<file path="config.mk">
export PLATFORM = sky130hd
export DESIGN_NAME = vrcs_ctrl
export DESIGN_NICKNAME = d
export VERILOG_FILES = /design/src/rtl/vrcs_pkg.sv /design/src/rtl/vrcs_ctrl.sv
export SDC_FILE = /design/constraint.sdc
export NUM_CORES = 1
export LEC_CHECK = 0
export BUFFER_PORTS_ARGS = -buffer_cell sky130_fd_sc_hd__buf_2
export CORE_AREA = 2 2 39 41
export CTS_CLUSTER_DIAMETER = 200
export DETAILED_ROUTE_END_ITERATION = 7
export DIE_AREA = 0 0 41 43
export HOLD_SLACK_MARGIN = 0.12
export MAX_ROUTING_LAYER = met4
export SKIP_LAST_GASP = 1
export SLEW_MARGIN = 20
export SYNTH_ARGS = -nofsm -noshare
export SYNTH_HDL_FRONTEND = slang
export SYNTH_SLANG_ARGS = --single-unit
</file>
<file path="constraint.sdc">
create_clock -name clk -period 3 [get_ports clk]
set_input_delay 0.15 -clock clk [delete_from_list [all_inputs] [get_ports clk]]
set_output_delay 0.15 -clock clk [all_outputs]
set_load 0.02 [all_outputs]
</file>
<file path="src/rtl/vrcs_pkg.sv">
// vrcs_pkg: shared types, constants and the cordic angle table
// for the velocity ramp with collision stop block; no dependencies
`default_nettype none
package vrcs_pkg;

  localparam int TableLen = 24;
  localparam logic [16:0] HalfTurn = 17'd32768;
  localparam logic [16:0] QuarterTurn = 17'd16384;
  localparam logic [15:0] GainInvQ16 = 16'd39797;

  typedef enum logic [2:0] {
    REG_SPEED_CAP  = 3'd0,
    REG_SPEED_STEP = 3'd1,
    REG_STOP_SPEED = 3'd2,
    REG_NEAR_DIST  = 3'd3,
    REG_MOVING     = 3'd4,
    REG_CONE       = 3'd5
  } reg_idx_t;

  typedef enum logic [3:0] {
    ST_IDLE,
    ST_SQ,
    ST_SQRT,
    ST_TGT,
    ST_PLR,
    ST_SPEED,
    ST_ROT,
    ST_FIN,
    ST_OUT
  } state_t;

  // commands from controller to datapath
  typedef struct packed {
    logic load;
    logic sq_start;
    logic sqrt_start;
    logic vec_tgt_start;
    logic vec_plr_start;
    logic speed_calc;
    logic rot_start;
    logic finish;
  } cmd_t;

  // status from datapath to controller
  typedef struct packed {
    logic sqrt_done;
    logic cordic_done;
    logic collision;
    logic near_moving;
  } stat_t;

  function automatic logic [15:0] atan_tab(input logic [4:0] i);
    logic [15:0] v;
    case (i)
      5'd0: v = 16'd8192;
      5'd1: v = 16'd4836;
      5'd2: v = 16'd2555;
      5'd3: v = 16'd1297;
      5'd4: v = 16'd651;
      5'd5: v = 16'd326;
      5'd6: v = 16'd163;
      5'd7: v = 16'd81;
      5'd8: v = 16'd41;
      5'd9: v = 16'd20;
      5'd10: v = 16'd10;
      5'd11: v = 16'd5;
      5'd12: v = 16'd3;
      5'd13: v = 16'd1;
      5'd14: v = 16'd1;
      default: v = 16'd0;
    endcase
    return v;
  endfunction

endpackage
`default_nettype wire

</file>
<file path="src/rtl/vrcs_ctrl.sv">
// vrcs_ctrl: sequencing state machine for one control tick
// depends on vrcs_pkg
`default_nettype none
module vrcs_ctrl (
  input  wire logic           clk,
  input  wire logic           rst_n,
  input  wire logic           in_fire,
  input  wire logic           out_free,
  input  wire logic           coll_active,
  input  vrcs_pkg::stat_t     stat,
  output vrcs_pkg::cmd_t      cmd,
  output logic                busy
);

  vrcs_pkg::state_t state_r, state_nxt;

  always_ff @(posedge clk) begin
    if (!rst_n) state_r <= vrcs_pkg::ST_IDLE;
    else state_r <= state_nxt;
  end

  always_comb begin
    state_nxt = state_r;
    cmd = '0;
    busy = 1'b1;
    case (state_r)
      vrcs_pkg::ST_IDLE: begin
        busy = 1'b0;
        if (in_fire) begin
          cmd.load = 1'b1;
          state_nxt = vrcs_pkg::ST_SQ;
        end
      end
      vrcs_pkg::ST_SQ: begin
        cmd.sq_start = 1'b1;
        state_nxt = vrcs_pkg::ST_SQRT;
      end
      vrcs_pkg::ST_SQRT: begin
        if (stat.sqrt_done) begin
          if (coll_active) begin
            state_nxt = vrcs_pkg::ST_SPEED;
          end else begin
            cmd.vec_tgt_start = 1'b1;
            state_nxt = vrcs_pkg::ST_TGT;
          end
        end
      end
      vrcs_pkg::ST_TGT: begin
        if (stat.cordic_done) begin
          if (stat.near_moving) begin
            cmd.vec_plr_start = 1'b1;
            state_nxt = vrcs_pkg::ST_PLR;
          end else begin
            state_nxt = vrcs_pkg::ST_SPEED;
          end
        end
      end
      vrcs_pkg::ST_PLR: begin
        if (stat.cordic_done) state_nxt = vrcs_pkg::ST_SPEED;
      end
      vrcs_pkg::ST_SPEED: begin
        cmd.speed_calc = 1'b1;
        state_nxt = vrcs_pkg::ST_ROT;
      end
      vrcs_pkg::ST_ROT: begin
        cmd.rot_start = 1'b1;
        state_nxt = vrcs_pkg::ST_FIN;
      end
      vrcs_pkg::ST_FIN: begin
        if (stat.cordic_done) state_nxt = vrcs_pkg::ST_OUT;
      end
      vrcs_pkg::ST_OUT: begin
        if (out_free) begin
          cmd.finish = 1'b1;
          state_nxt = vrcs_pkg::ST_IDLE;
        end
      end
      default: state_nxt = vrcs_pkg::ST_IDLE;
    endcase
  end

  // a player check only starts from the target vectoring phase
  a_plr_from_tgt: assert property (@(posedge clk) disable iff (!rst_n)
    cmd.vec_plr_start |-> state_r == vrcs_pkg::ST_TGT)
    else $error("player vectoring started out of sequence");
  // a tick is accepted only when idle
  a_load_idle: assert property (@(posedge clk) disable iff (!rst_n)
    cmd.load |=> state_r == vrcs_pkg::ST_SQ)
    else $error("load did not advance");
  // finishing returns to idle
  a_fin_idle: assert property (@(posedge clk) disable iff (!rst_n)
    cmd.finish |=> state_r == vrcs_pkg::ST_IDLE)
    else $error("finish did not return to idle");

endmodule
`default_nettype wire

</file>
==> results summary <==
The largest registers in the layout are state_r x4. The worst register-to-register path ends at state_r[1]. The internal power of the cells totals 212 uW. The critical path class is flip-flop to flip-flop.

The clock net sink count is 4. The quantity of gates resized following cts is 0. In the final layout, the share of cells above drive strength 1 is 0.397. The final layout net count came out at 74. The relative contribution of sequential cells to total power is 0.292. The number of vias after detailed routing came out at 371. The final critical delay including setup and external delays is 1.56 ns. The maximum fanout count along the critical path is 11. The post-layout instance area came out at 480 um2. STA puts the critical path data arrival time at 1.68 ns. The number of hold violations in the final report came out at 0. Counting the fill cells in the layout gives 161. The share of total power dissipated in the clock network is 0.170. The mean routed wirelength per cell came out at 10.2 um. The number of setup violations in the final report came out at 0. The flow ran to the end, and the final reports show no timing, DRC or antenna violations. The total of flip-flops plus latches after synthesis came out at 4.

The buffer count from post-CTS setup fixing came out at 0. After detailed routing, the number of remaining DRC violations is 0. The number of hold-repair buffers added at the cts stage came out at 0. The number of cells on the worst reg-to-reg path is 4. The critical path ends at state_r[1]. The initial antenna violation count came out at 0. In this run the power spent charging and discharging nets is 181 uW. The TritonCTS buffer count is 3. The total routed wirelength came out at 808 um. The starting DRC count in detailed routing came out at 3. The number of diodes added for antenna fixing is 0. For this run, the total global-route usage over all layers was measured as 0.114. For this run, the number of Yosys warnings is 0. In the routed layout, each cell is associated on average with a via count of 4.70.

The part of the total power dissipated in combinational logic is 0.538. In this run the cell area measured after placement is 458 um2. The largest net degree at the start of global routing is 14. The final period utilization is 0.521. STA classifies the critical path endpoint as a flip-flop. The netlist uses 26 different library cells. The CTS H-tree depth is 1. The power density over the cells came out at 817 mW/mm2. Dividing the synthesized area by the synthesized cell count gives 8.04 um2.

The number of nets with antenna violations after detailed routing came out at 0. The required time at the endpoint of the critical path came out at 3.12 ns. The worst register-to-register path begins at state_r[2]. In this run the standard cell core region covers 0.00138 mm2. The register with the most flip-flops in the layout has 4 of them. The floorplan die height came out at 43 um. By area the synthesized netlist is led by sky130_fd_sc_hd__dfxtp_1 20%, sky130_fd_sc_hd__mux2i_1 7.6%, sky130_fd_sc_hd__o31ai_4 5.4%.

The count of final max-slew check failures came out at 0. More flip-flops sit in one register than any other, and that register is state_r. Counting every net in the synthesized netlist gives 58. The cell count after synthesis came out at 49. The initial cell density of the core is 0.285.

The wire length of the first global-routing pass came out at 1280 um. Of the post-synthesis cell area, the dominant cell type holds 0.203. The standard-cell row count is 14.

The synthesis-to-finish area growth came out at 21.9%. The leakage power figure is 0.000220 uW. In this run the count of I/O pins placed on the die edge is 18. Detailed placement finished with a half-perimeter wire length of 626 um.

The number of buffers on the longest clock path came out at 2. The clock transition at the register clock pins on the worst setup and hold paths after CTS is 0.04 ns. In this run the most critical hold path is launched from rst_n. The register area share after synthesis came out at 0.203. The synthesized design spends more area on one cell type than any other, namely sky130_fd_sc_hd__dfxtp_1. The netlist area before placement came out at 394 um2. Counting flops with a built-in enable in the synthesized netlist gives 0. The number of port buffers is 15. The multi-input combinational cells in the finished layout cover a total of 283 um2. The leftover overflow at the end of global routing came out at 0. The via count of the first global-routing pass came to 284. The clock skew came out at 0.00499 ns. The area taken by flip-flops and latches came out at 80.1 um2. STA classifies the critical path startpoint as a flip-flop. The placer congestion estimate is 0.655. The root buffer cell chosen for the clock tree is sky130_fd_sc_hd__clkbuf_4. Of the total power, the share spent switching nets is 0.460. Timing would allow up to 0.640 GHz. The worst hold path belongs to the class input pin to flip-flop. TritonCTS built the clock tree. The start point of the critical path is state_r[2]. Setup repair after global routing left no endpoint under its margin. The area of the die is 0.00176 mm2. The max-cap check violation count came out at 0. The x dimension of the die came out at 41 um. The count of TritonRoute iterations in the first routing pass came out at 2.

The most used flip-flop cell after synthesis is sky130_fd_sc_hd__dfxtp_1. The register-to-register setup slack came out at 1.44 ns. The async set or reset register ratio after synthesis is 0. The clock network latency to the later pin of the worst-skew pair came out at 0.23 ns. The accumulated negative setup slack came out at 0 ns. VDD sags by at most 0.237 mV.
## cell families after synthesis
kind of cell,count (synthesis),synth area share
other cells,1,0.00951
simple gates,28,0.441
flops,4,0.203
compound gates,8,0.152
mux,4,0.114
buf+inv,4,0.0793
## power by group through the flow
stage | Combinational, uW | Clock [uW] | Sequential, uW
floorplan | 213 | 0 | 79.6
global placement | 211 | 0 | 115
detailed placement | 214 | 0 | 115
CTS | 214 | 70.7 | 114
global route | 236 | 72.2 | 121
finish | 211 | 66.6 | 115
## worst min-delay path by stage
| stage | endpoint | cells after the start |
|---|---|---|
| after detailed placement | state_r[3] | 3 |
| final | state_r[3] | 3 |
| after CTS | state_r[3] | 3 |
| after global routing | state_r[0] | 3 |
| after global placement | state_r[3] | 3 |
| after floorplan | state_r[3] | 2 |
## synth_stat cells, types with 2 or more instances
| cell | instances |
|---|---|
| sky130_fd_sc_hd__a21oi_1 | 2 |
| sky130_fd_sc_hd__nand2b_1 | 3 |
| sky130_fd_sc_hd__nor3b_1 | 2 |
| sky130_fd_sc_hd__mux2i_1 | 3 |
| sky130_fd_sc_hd__nand2_1 | 5 |
| sky130_fd_sc_hd__o21ai_0 | 3 |
| sky130_fd_sc_hd__nor3_1 | 3 |
| sky130_fd_sc_hd__nand3b_1 | 2 |
| sky130_fd_sc_hd__dfxtp_1 | 4 |
| sky130_fd_sc_hd__buf_4 | 2 |
| sky130_fd_sc_hd__nor2_1 | 5 |
## cell usage in the layout (no fill, tap or decap)
cell type / synthesis / layout
sky130_fd_sc_hd__a21oi_1: 2 / 2
sky130_fd_sc_hd__a31oi_1: 1 / 1
sky130_fd_sc_hd__and2_2: 1 / 1
sky130_fd_sc_hd__and3_1: 1 / 1
sky130_fd_sc_hd__and4b_1: 1 / 1
sky130_fd_sc_hd__and4bb_2: 1 / 1
sky130_fd_sc_hd__buf_2: 1 / 15
sky130_fd_sc_hd__clkbuf_4: 0 / 3
sky130_fd_sc_hd__conb_1: 1 / 1
sky130_fd_sc_hd__dfxtp_1: 4 / 4
sky130_fd_sc_hd__mux2_4: 1 / 1
sky130_fd_sc_hd__mux2i_1: 3 / 3
sky130_fd_sc_hd__nand2_1: 5 / 5
sky130_fd_sc_hd__nand2b_1: 3 / 3
sky130_fd_sc_hd__nand2b_2: 1 / 1
sky130_fd_sc_hd__nand3b_1: 2 / 2
sky130_fd_sc_hd__nand3b_2: 1 / 1
sky130_fd_sc_hd__nor2_1: 5 / 5
sky130_fd_sc_hd__nor3_1: 3 / 3
sky130_fd_sc_hd__nor3b_1: 2 / 2
sky130_fd_sc_hd__o21a_1: 1 / 1
sky130_fd_sc_hd__o21ai_0: 3 / 3
sky130_fd_sc_hd__o31ai_4: 1 / 1
sky130_fd_sc_hd__or2b_1: 1 / 1
sky130_fd_sc_hd__or2b_2: 1 / 1
## routing by layer
metal / part of all wire / vias up / GRT usage
li1: - / 199 / -
met1: 0.50 / 155 / 0.151
met2: 0.41 / 15 / 0.134
met3: 0.071 / 2 / 0.0314
met4: 0.017 / 0 / 0.100
met5: 0 / - / -
## final cells by class
cell class | count | share of cell area
repair buffers | 15 | 0.156
clock buffers | 3 | 0.0469
multi-input cells | 41 | 0.589
well taps | 16 | 0.0417
flip-flops and latches | 4 | 0.167
## through the flow
stage / util / std cells / setup WS [ns] / hold WS (ns) / total power (uW)
2_1_floorplan: - / 49 / 1.67 / 0.286 / 292
3_3_place_gp: 0.331 / 76 / 1.44 / 0.445 / 327
3_5_place_dp: 0.331 / 76 / 1.44 / 0.446 / 329
4_1_cts: 0.347 / 79 / 1.43 / 0.197 / 399
5_1_grt: 0.347 / 79 / 1.33 / 0.226 / 429
6_report: 0.347 / 79 / 1.44 / 0.206 / 392
## worst max-delay path, cell delays in order (launching register included)
cell and delay, ns:
sky130_fd_sc_hd__dfxtp_1 0.49, sky130_fd_sc_hd__nor3b_1 0.22, sky130_fd_sc_hd__a21oi_1 0.09, sky130_fd_sc_hd__o31ai_4 0.33, sky130_fd_sc_hd__mux2_4 0.33
(Power assumes the default switching activity.)
